==> config.mk <==
export PLATFORM = sky130hd
export DESIGN_NAME = dfnf_ctrl
export DESIGN_NICKNAME = d
export VERILOG_FILES = /design/src/rtl/dfnf_pkg.sv /design/src/rtl/dfnf_ctrl.sv
export VERILOG_INCLUDE_DIRS = /design/src /design/src/rtl
export SDC_FILE = /design/constraint.sdc
export NUM_CORES = 1
export LEC_CHECK = 0
export BUFFER_PORTS_ARGS = -buffer_cell sky130_fd_sc_hd__buf_2
export CAP_MARGIN = 25
export CORE_AREA = 2 2 39 41
export CTS_CLUSTER_SIZE = 20
export DETAILED_ROUTE_END_ITERATION = 10
export DIE_AREA = 0 0 41 43
export GPL_ROUTABILITY_DRIVEN = 0
export GPL_TIMING_DRIVEN = 0
export PLACE_DENSITY = 0.52
export SYNTH_ARGS = -nofsm -noshare
export SYNTH_HDL_FRONTEND = slang
export SYNTH_SLANG_ARGS = --single-unit
==> constraint.sdc <==
create_clock -name clk_i -period 1.8 [get_ports clk_i]
set_input_delay 0.18 -clock clk_i [delete_from_list [all_inputs] [get_ports clk_i]]
set_output_delay 0.18 -clock clk_i [all_outputs]
set_load 0.05 [all_outputs]
==> src/rtl/assert_macros.svh <==
// Assertion macros shared by the finder RTL.
`ifndef ASSERT_MACROS_SVH
`define ASSERT_MACROS_SVH

// Check a property on every clock edge outside reset.
`define ASSERT_RST(lbl, prop, msg) \
  lbl: assert property (@(posedge clk_i) disable iff (!rst_ni) (prop)) else $error(msg);

// Check that a condition implies another in the same cycle.
`define ASSERT_IMPL(lbl, ante, cons, msg) \
  lbl: assert property (@(posedge clk_i) disable iff (!rst_ni) (ante) |-> (cons)) else $error(msg);

// Check that a condition implies another in the following cycle.
`define ASSERT_NEXT(lbl, ante, cons, msg) \
  lbl: assert property (@(posedge clk_i) disable iff (!rst_ni) (ante) |=> (cons)) else $error(msg);

`endif

==> src/rtl/dfnf_pkg.sv <==
// Types, constants and helpers of the downslope neighbor finder.
package dfnf_pkg;

  localparam int unsigned MAX_ROWS  = 256;
  localparam int unsigned MAX_COLS  = 256;
  localparam int unsigned ELEV_BITS = 32;

  localparam int unsigned ROW_W     = $clog2(MAX_ROWS);
  localparam int unsigned COL_W     = $clog2(MAX_COLS);
  localparam int unsigned ADDR_W    = ROW_W + COL_W;
  localparam int unsigned CELLS     = MAX_ROWS * MAX_COLS;
  localparam int unsigned ELEV_IN_W = 32;
  localparam int unsigned DROP_W    = 32;
  localparam int unsigned MASK_W    = 4;
  localparam int unsigned WORD_W    = MASK_W + ELEV_BITS;
  localparam int unsigned CFG_W     = 9;
  localparam int unsigned CFG_IDX_W = 1;
  localparam int unsigned STS_W     = 3;
  localparam int unsigned NBR_CNT   = 4;
  localparam int unsigned CNT_W     = $clog2(NBR_CNT + 1);
  localparam int unsigned PTR_W     = $clog2(NBR_CNT);

  // Register indexes
  localparam logic [CFG_IDX_W-1:0] CFG_NUM_ROWS = 1'd0;
  localparam logic [CFG_IDX_W-1:0] CFG_NUM_COLS = 1'd1;

  // Request kinds
  localparam logic REQ_WRITE = 1'b0;
  localparam logic REQ_QUERY = 1'b1;

  // Result status codes
  localparam logic [STS_W-1:0] STS_OK        = 3'd0;
  localparam logic [STS_W-1:0] STS_OFF_SOUTH = 3'd1;
  localparam logic [STS_W-1:0] STS_OFF_NORTH = 3'd2;
  localparam logic [STS_W-1:0] STS_OFF_WEST  = 3'd3;
  localparam logic [STS_W-1:0] STS_OFF_EAST  = 3'd4;

  // Neighbor visiting order
  localparam logic [1:0] DIR_N = 2'd0;
  localparam logic [1:0] DIR_E = 2'd1;
  localparam logic [1:0] DIR_S = 2'd2;
  localparam logic [1:0] DIR_W = 2'd3;

  // Parent mask bits
  localparam logic [MASK_W-1:0] PBIT_S = 4'b0001;
  localparam logic [MASK_W-1:0] PBIT_E = 4'b0010;
  localparam logic [MASK_W-1:0] PBIT_N = 4'b0100;
  localparam logic [MASK_W-1:0] PBIT_W = 4'b1000;

  typedef struct packed {
    logic       wr;        // write the cell at the request coordinates
    logic       ld_query;  // latch query coordinates, read the center cell
    logic       ld_err;    // latch an off-grid status
    logic       ld_ctr;    // latch center elevation and mask
    logic       rd_nbr;    // read one neighbor
    logic [1:0] rd_dir;
    logic       cmp;       // compare the neighbor read last cycle
    logic [1:0] cmp_dir;
    logic       emit;      // load the next result into the output register
  } cmd_t;

  typedef struct packed {
    logic q_err;      // request coordinates put a neighbor off the grid
    logic out_free;   // output register can take a result this cycle
    logic emit_last;  // result at the head of the buffer ends the query
  } sts_t;

  typedef struct packed {
    logic [STS_W-1:0]  status;
    logic              neighbor_valid;
    logic [ROW_W-1:0]  neighbor_row;
    logic [COL_W-1:0]  neighbor_col;
    logic [DROP_W-1:0] elevation_drop;
    logic [CNT_W-1:0]  neighbor_total;
    logic              last;
  } rsp_t;

  function automatic logic [MASK_W-1:0] dir_pbit(input logic [1:0] dir);
    logic [MASK_W-1:0] b;
    unique case (dir)
      DIR_N:   b = PBIT_N;
      DIR_E:   b = PBIT_E;
      DIR_S:   b = PBIT_S;
      default: b = PBIT_W;
    endcase
    return b;
  endfunction

endpackage

==> src/rtl/dfnf_ctrl.sv <==
// Sequencing state machine of the downslope neighbor finder.
`include "assert_macros.svh"

module dfnf_ctrl import dfnf_pkg::*; (
  input  logic clk_i,
  input  logic rst_ni,
  input  logic req_valid_i,
  input  logic req_type_i,
  output logic req_ready_o,
  output cmd_t cmd_o,
  input  sts_t sts_i
);

  localparam logic [1:0] S_IDLE   = 2'd0;
  localparam logic [1:0] S_CENTER = 2'd1;
  localparam logic [1:0] S_NBR    = 2'd2;
  localparam logic [1:0] S_EMIT   = 2'd3;

  logic [1:0] state_q, state_d;
  logic [1:0] dir_q, dir_d;

  always_comb begin
    cmd_o       = '0;
    state_d     = state_q;
    dir_d       = dir_q;
    req_ready_o = (state_q == S_IDLE);
    unique case (state_q)
      S_IDLE: begin
        if (req_valid_i) begin
          if (req_type_i == REQ_WRITE) begin
            cmd_o.wr = 1'b1;
          end else if (sts_i.q_err) begin
            cmd_o.ld_err = 1'b1;
            state_d      = S_EMIT;
          end else begin
            cmd_o.ld_query = 1'b1;
            state_d        = S_CENTER;
          end
        end
      end
      S_CENTER: begin
        cmd_o.ld_ctr = 1'b1;
        cmd_o.rd_nbr = 1'b1;
        cmd_o.rd_dir = DIR_N;
        dir_d        = DIR_N;
        state_d      = S_NBR;
      end
      S_NBR: begin
        cmd_o.cmp     = 1'b1;
        cmd_o.cmp_dir = dir_q;
        if (dir_q == DIR_W) begin
          state_d = S_EMIT;
        end else begin
          cmd_o.rd_nbr = 1'b1;
          cmd_o.rd_dir = dir_q + 2'd1;
          dir_d        = dir_q + 2'd1;
        end
      end
      S_EMIT: begin
        if (sts_i.out_free) begin
          cmd_o.emit = 1'b1;
          if (sts_i.emit_last) begin
            state_d = S_IDLE;
          end
        end
      end
      default: begin
        state_d = S_IDLE;
      end
    endcase
  end

  always_ff @(posedge clk_i or negedge rst_ni) begin
    if (!rst_ni) begin
      state_q <= S_IDLE;
      dir_q   <= DIR_N;
    end else begin
      state_q <= state_d;
      dir_q   <= dir_d;
    end
  end

  `ASSERT_NEXT(a_query_leaves_idle, req_ready_o && req_valid_i && req_type_i == REQ_QUERY, state_q != S_IDLE, "query accepted but controller stayed idle")
  `ASSERT_NEXT(a_scan_ends_in_emit, state_q == S_NBR && dir_q == DIR_W, state_q == S_EMIT, "neighbor scan did not end in emit")
  `ASSERT_IMPL(a_emit_needs_room, cmd_o.emit, sts_i.out_free, "result loaded into a busy output register")

endmodule

==> results.json, run 1 <==
{
  "die_y_um": 43,
  "final_cell_mix": "buf_2, nand2_1, clkbuf_4, dfrtp_1",
  "synth_warnings": 0,
  "status": "complete, no violations",
  "syn_area_um2": 367,
  "drt_iter0_drc": 3,
  "crit_fanout": 10,
  "timing.setup.tns_ps": 0,
  "syn2layout_area_growth_pct": 46.8,
  "die_x_um": 41,
  "grt_use_total_pct": 10.3,
  "post-dp-hpwl_um": 593,
  "syn_nets": 51,
  "crit_arrival_ps": 1530,
  "insertion_delay_ps": 240,
  "final-hold-violation-count": 0,
  "yosysSeqAreaShare_pct": 27.3,
  "setup_viol": 0,
  "fin_worst_skew_ps": 5.40,
  "io_buffer_count": 18,
  "highest_layer": "met3",
  "cap_violations": 0,
  "finalCriticalPeriod_ps": 1710,
  "drc": 0,
  "grt_pass1_vias": 306,
  "worstMarginPinSlew_ps": 335,
  "htreeDepth": 1,
  "synth_seq_cells": 4,
  "min_path_type": "input pin to asynchronous set/reset pin",
  "dr_wl_met3_um": 64,
  "start_kind": "register",
  "slew_violations": 0,
  "drive_above_1_share_pct": 52.5,
  "postCtsSetupBuffers": 0,
  "cts_sinks": 4,
  "wl_um": 779,
  "clockBufferDepth": 2,
  "period_share_pct": 95.1,
  "initial_core_util_pct": 26.5,
  "clockRootBuffer": "clkbuf_4",
  "core_area_um2": 1380,
  "drt-pass1-iter-count": 3,
  "diodes": 0,
  "placed_area_um2": 500,
  "ant_nets": 0,
  "via_count": 338,
  "dieArea_um2": 1760,
  "final_area_um2": 538,
  "critical_path_class": "register to output pin",
  "wire_per_inst_um": 10.1,
  "end_kind": "output pin",
  "grt_overflow": 0,
  "mostFrequentLayoutCell": "buf_2",
  "io_pins": 19,
  "avgViaCountPerCell": 4.39,
  "syn_inst": 39,
  "numCtsBuffers": 3,
  "rsz0062_at_grt": "false",
  "row_count": 14,
  "grt_pass1_wl_mm": 1.20,
  "relSlewSlack_pct": 77.5,
  "crit_required_ps": 1620,
  "dr_wl_met2_um": 348,
  "antenna_found_initial": 0,
  "nNetsFinal": 75,
  "syn_avg_cell_area_um2": 9.40,
  "wl_met1_um": 366,
  "fmax_mhz": 584,
  "cts_tree": "done",
  "grt_max_degree": 11,
  "ys_types": 21,
  "fillCellCount": 145,
  "path_clk_slew_ps": 40
}
## state kept, by name, summed over array words and instances, names as in the netlist
| name | flops |
|---|---|
| dir_q | 2 |
| state_q | 2 |
## final timing paths
kind,startpoint,end,slack (ps),cells past startpoint
worst min-delay path,rst_ni,state_q[0]$_DFFE_PN0P_,270,2
worst max-delay path,state_q[0]$_DFFE_PN0P_,cmd_o[6],90,6
max in group asynchronous,rst_ni,state_q[1]$_DFFE_PN0P_,1410,2
worst min register to register,dir_q[1]$_DFFE_PN0P_,dir_q[1]$_DFFE_PN0P_,550,1
worst max register to register,dir_q[0]$_DFFE_PN0P_,dir_q[1]$_DFFE_PN0P_,290,3
min in group clk_i,sts_i[2],state_q[1]$_DFFE_PN0P_,320,3
## layout make-up
cell class                 instances  area [um^2]  area share [%]
inverter                           3         11.3            2.09
sequential                         4          100            18.6
tap                               16         20.0            3.72
timing repair buffer              19          105            19.5
multi-input combinational         31          268            49.8
clock buffer                       3         22.5            4.19
buffer                             1         11.3            2.09
## metrics by stage
stage               utilization [%]  worst slack (ps)  hold slack, ps  std cells
floorplan                         -              72.5            -116         39
finish                         38.9              88.0             270         77
detailed placement             36.2               271           -9.92         73
global placement               36.2               281           -11.8         73
CTS                            38.5              5.24             267         77
global route                   38.9              14.2             311         77
## cells by family (layout without fill, tap and decap cells)
| logic type | count (synthesis) | in the layout | share of synthesized area (%) |
|---|---|---|---|
| AND/OR/NAND/NOR | 16 | 16 | 23.2 |
| buffers and inverters | 4 | 26 | 6.14 |
| flip-flops | 4 | 4 | 27.3 |
| AO/OA/AOI/OAI | 6 | 6 | 14.3 |
| multiplexers | 3 | 3 | 9.56 |
| adder cells (fa/ha/maj) | 5 | 5 | 17.1 |
| XOR/XNOR | 1 | 1 | 2.39 |
## per-layer routing
layer / global-route usage (%) / up-vias
met5: 0 / -
met4: 8.00 / 0
met3: 1.57 / 0
met2: 14.1 / 13
met1: 13.7 / 147
li1: - / 178
## cells in the mapped netlist
cell type  instances  area [um^2]
a21boi_0           1         7.51
nand3_1            1         5.00
mux2_4             1         15.0
and2_1             3         18.8
ha_1               5         62.6
o21a_1             1         7.51
nor3_1             1         5.00
inv_1              3         11.3
mux2i_1            2         20.0
buf_6              1         11.3
nand2b_1           1         6.26
nand2_1            4         15.0
nor2_1             4         15.0
and3_1             1         6.26
nor2b_4            1         13.8
a211oi_2           1         12.5
xnor2_1            1         8.76
a22o_1             1         8.76
dfrtp_1            4          100
o21ai_0            1         5.00
o32a_2             1         11.3
## critical path, cell delays in order, from the launching register on
cell and delay (ps):
dfrtp_1 400, inv_1 100, ha_2 190, buf_6 130
nor2b_4 160, o21a_1 120, buf_4 190
## repair_timing
item | 4_1_cts | 5_1_grt
resized for setup | 0 | 3
hold buffers | 1 | 0
setup endpoints to repair | 0 | 2
endpoints found under the hold margin | 4 | 0
Power of run 1 is not shown: default switching activity piles up to over one toggle a cycle in this logic, so the estimate is an artifact.
==> inputs of run 2 (changes only) <==
Settings changed: BUFFER_PORTS_ARGS -buffer_cell sky130_fd_sc_hd__buf_2 to -buffer_cell sky130_fd_sc_hd__buf_4.
==> run 2 against run 1 <==
Compared with the run above: register-to-register slack about the same; global-route usage decreased by 0.21 points; sequential cell count unchanged; critical endpoint unchanged.
==> results.json, run 2 (synthesis gave the netlist of run 1 again) <==
{
  "grt_pass1_vias": 298,
  "slowest_delay_ps": 400,
  "htreeDepth": 1,
  "endpoint": "cmd_o[6]",
  "cts_sinks": 4,
  "drc": 0,
  "postCtsSetupBuffers": 0,
  "crit_arrival_ps": 1530,
  "reg_top3": "dir_q: 2 flops, state_q: 2 flops",
  "nNetsFinal": 75,
  "io_buffer_count": 18,
  "antenna_found_initial": 0,
  "drt_iter0_drc": 1,
  "timing.setup.tns_ps": 0,
  "io_pins": 19,
  "core_area_um2": 1380,
  "die_y_um": 43,
  "cap_violations": 0,
  "crit_fanout": 10,
  "initial_core_util_pct": 26.5,
  "die_x_um": 41,
  "r2r_end": "dir_q[1]$_DFFE_PN0P_",
  "drive_above_1_share_pct": 52.5,
  "via_count": 354,
  "period_share_pct": 95.1,
  "ant_nets": 0,
  "wire_per_inst_um": 10.0,
  "drt-pass1-iter-count": 2,
  "setup_viol": 0,
  "mostFrequentLayoutCell": "buf_4",
  "syn2layout_area_growth_pct": 57.7,
  "numCtsBuffers": 3,
  "grt_use_total_pct": 10.1,
  "insertion_delay_ps": 240,
  "rr_startpoint": "dir_q[0]$_DFFE_PN0P_",
  "cts_hold_buf": 1,
  "worst-r2r-setup-slack_ps": 300,
  "rsz0062_at_grt": "false",
  "setup_slack_ps": 88.7,
  "relSlewSlack_pct": 77.9,
  "wl_um": 773,
  "grt_overflow": 0,
  "finalCriticalPeriod_ps": 1710,
  "cts_tree": "done",
  "clockBufferDepth": 2,
  "end_kind": "output pin",
  "start_kind": "register",
  "slew_violations": 0,
  "row_count": 14,
  "clockRootBuffer": "clkbuf_4",
  "fin_worst_skew_ps": 2.41,
  "grt_max_degree": 11,
  "cp_slowest_cell": "dfrtp_1",
  "crit_required_ps": 1620,
  "status": "complete, no violations",
  "worstMarginPinSlew_ps": 328,
  "path_clk_slew_ps": 40,
  "grt_pass1_wl_mm": 1.15,
  "critical_path_class": "register to output pin",
  "diodes": 0,
  "dieArea_um2": 1760,
  "avgViaCountPerCell": 4.60,
  "dp_slack_ps": 298,
  "final-hold-violation-count": 0,
  "fmax_mhz": 584,
  "worstPathCellList": "inv_1 -> ha_2 -> buf_6 -> nor2b_4 -> o21a_1 -> buf_4",
  "cts_resized": 0,
  "cp-startpoint": "state_q[0]$_DFFE_PN0P_",
  "min_path_type": "input pin to asynchronous set/reset pin",
  "final_cell_mix": "buf_4, nand2_1, dfrtp_1",
  "reg2reg_depth": 3
}
==> run 2: changes by cell type in the layout (fill, tap and decap cells not counted) <==
cell and delta:
clkbuf_4 -1, buf_4 +17, buf_2 -16
==> run 2: cell type report <==
class                           count  area, um^2
Sequential cell                     4         100
Fill cell                         150         806
Inverter                            3        11.3
Buffer                              1        11.3
Tap cell                           16        20.0
Timing Repair Buffer               19         145
Clock buffer                        3        22.5
Multi-Input combinational cell     31         268
==> run 2: how the worst min path moves through the flow <==
stage | start | end | cells after the start
6_report | rst_ni | dir_q[0]$_DFFE_PN0P_ | 2
5_1_grt | rst_ni | state_q[0]$_DFFE_PN0P_ | 2
4_1_cts | rst_ni | dir_q[0]$_DFFE_PN0P_ | 2
3_5_place_dp | rst_ni | dir_q[1]$_DFFE_PN0P_ | 1
3_3_place_gp | rst_ni | dir_q[1]$_DFFE_PN0P_ | 1
2_1_floorplan | rst_ni | dir_q[0]$_DFFE_PN0P_ | 0
==> run 2: per-layer routing <==
layer	global-route usage, %	vias to the layer above	routed length, um
met5	0	-	0
met4	8.00	0	0
met3	3.14	0	73
met2	15.0	13	402
met1	11.1	163	297
li1	-	178	-
==> run 2: stage by stage <==
step / area (um^2) / utilization (%) / std cells / hold slack (ps)
finish: 578 / 41.8 / 77 / 277
global route: 578 / 41.8 / 77 / 288
floorplan: 390 / - / 39 / -116
global placement: 546 / 39.4 / 73 / -22.3
CTS: 578 / 41.8 / 77 / 268
detailed placement: 546 / 39.4 / 73 / -20.0
==> run 2: critical path: cells and delay by family (launching register included) <==
kind | cells | cell delay (ps)
AOI/OAI and AO/OA | 1 | 120
adders and majority gates | 1 | 190
buffers and inverters | 3 | 420
DFF | 1 | 400
and+or+nand+nor | 1 | 160
Power of run 2 is left out for the same reason.
==> inputs of run 3 (changes only) <==
Settings changed: MAX_ROUTING_LAYER from default to met4, PLACE_DENSITY 0.52 to 0.6.
==> run 3 against run 2 <==
Compared with the run above: fmax up 0.87%; highest routed layer is now met4; wire length fell by 5.3%; final area is the same; sequential cell count is the same.
==> results.json, run 3 (synthesis gave the netlist of run 1 again) <==
{
  "crit_fanout": 10,
  "path_clk_slew_ps": 40,
  "initial_core_util_pct": 26.5,
  "min_path_type": "input pin to asynchronous set/reset pin",
  "clockRootBuffer": "clkbuf_4",
  "die_x_um": 41,
  "io_pins": 19,
  "wl_um": 732,
  "drive_above_1_share_pct": 52.5,
  "critical_path_class": "register to output pin",
  "diodes": 0,
  "period_share_pct": 94.2,
  "cts_sinks": 4,
  "setup_viol": 0,
  "numCtsBuffers": 3,
  "cap_violations": 0,
  "grt_pass1_vias": 312,
  "fmax_mhz": 589,
  "clockBufferDepth": 2,
  "status": "complete, no violations",
  "htreeDepth": 1,
  "cts_tree": "done",
  "crit_arrival_ps": 1520,
  "grt_pass1_wl_mm": 1.21,
  "final-hold-violation-count": 0,
  "antenna_found_initial": 0,
  "worstMarginPinSlew_ps": 329,
  "reg2reg_depth": 3,
  "grt_overflow": 0,
  "drc": 0,
  "syn2layout_area_growth_pct": 57.7,
  "via_count": 345,
  "core_area_um2": 1380,
  "worst-r2r-setup-slack_ps": 280,
  "fin_worst_skew_ps": 0.196,
  "grt_use_total_pct": 11.1,
  "fillCellCount": 146,
  "cts_resized": 0,
  "slew_violations": 0,
  "timing.setup.tns_ps": 0,
  "cp_num_cells": 6,
  "nNetsFinal": 75,
  "wire_per_inst_um": 9.51,
  "final_cells": 77,
  "rsz0062_at_grt": "false",
  "drt-pass1-iter-count": 4,
  "cp_top_family": "buffers and inverters",
  "cp_slowest_cell": "dfrtp_1",
  "avgViaCountPerCell": 4.48,
  "reg_top3": "dir_q: 2 flops, state_q: 2 flops",
  "die_y_um": 43,
  "final_cell_mix": "buf_4, nand2_1, dfrtp_1",
  "slowest_delay_ps": 400,
  "finalCriticalPeriod_ps": 1700,
  "insertion_delay_ps": 230,
  "crit_required_ps": 1620,
  "relSlewSlack_pct": 77.9,
  "start_kind": "register",
  "dp.cells": 73,
  "crit_buf_inv": 3,
  "dieArea_um2": 1760,
  "drt_iter0_drc": 7,
  "ant_nets": 0,
  "grt_max_degree": 11,
  "row_count": 14,
  "io_buffer_count": 18,
  "worstPathCellList": "inv_1 -> ha_2 -> buf_6 -> nor2b_4 -> o21a_1 -> buf_4",
  "mostFrequentLayoutCell": "buf_4",
  "end_kind": "output pin"
}
## run 3: cell counts in the layout (fill, tap and decap cells not counted)
No cell type changed its count.
## run 3: routing by layer
layer  GRT usage [%]  routed length, um
met1            13.0                298
met2            13.4                340
met3            3.14                 57
met4            12.0                 36
met5               -                  0
## run 3: worst register-to-register path, delay by kind of cell (launching register included)
family | cells | cell delay [ps]
flip-flops | 1 | 460
AO/OA/AOI/OAI | 1 | 230
adder cells (fa/ha/maj) | 1 | 380
multiplexers | 1 | 330
## run 3: timing repair
item,CTS,global route
hold buffers,1,0
buffers inserted,0,0
hold endpoints to repair,4,0
## run 3: area by class of cell
type | count | area [um^2] | share of cell area [%]
clock buffers | 3 | 22.5 | 3.90
repair buffers | 19 | 145 | 25.1
inverters | 3 | 11.3 | 1.95
multi-input cells | 31 | 268 | 46.3
plain buffers | 1 | 11.3 | 1.95
well taps | 16 | 20.0 | 3.46
flip-flops and latches | 4 | 100 | 17.3
## run 3: path summary, 6_finish.rpt
kind	from	endpoint
max	state_q[0]$_DFFE_PN0P_	cmd_o[6]
min	rst_ni	dir_q[1]$_DFFE_PN0P_
max reg2reg	dir_q[0]$_DFFE_PN0P_	dir_q[1]$_DFFE_PN0P_
min reg2reg	state_q[0]$_DFFE_PN0P_	state_q[0]$_DFFE_PN0P_
max in group asynchronous	rst_ni	state_q[1]$_DFFE_PN0P_
min in group clk_i	sts_i[2]	state_q[1]$_DFFE_PN0P_
## run 3: metrics by stage
| step | setup WS, ps | cell area, um^2 | util (%) | hold slack [ps] |
|---|---|---|---|---|
| 6_report | 104 | 578 | 41.8 | 275 |
| 5_1_grt | 1.22 | 578 | 41.8 | 300 |
| 4_1_cts | 84.5 | 578 | 41.8 | 277 |
| 3_5_place_dp | 273 | 546 | 39.4 | -22.3 |
| 3_3_place_gp | 273 | 546 | 39.4 | -22.8 |
| 2_1_floorplan | 72.5 | 390 | - | -116 |
Power of run 3 is left out for the same reason.
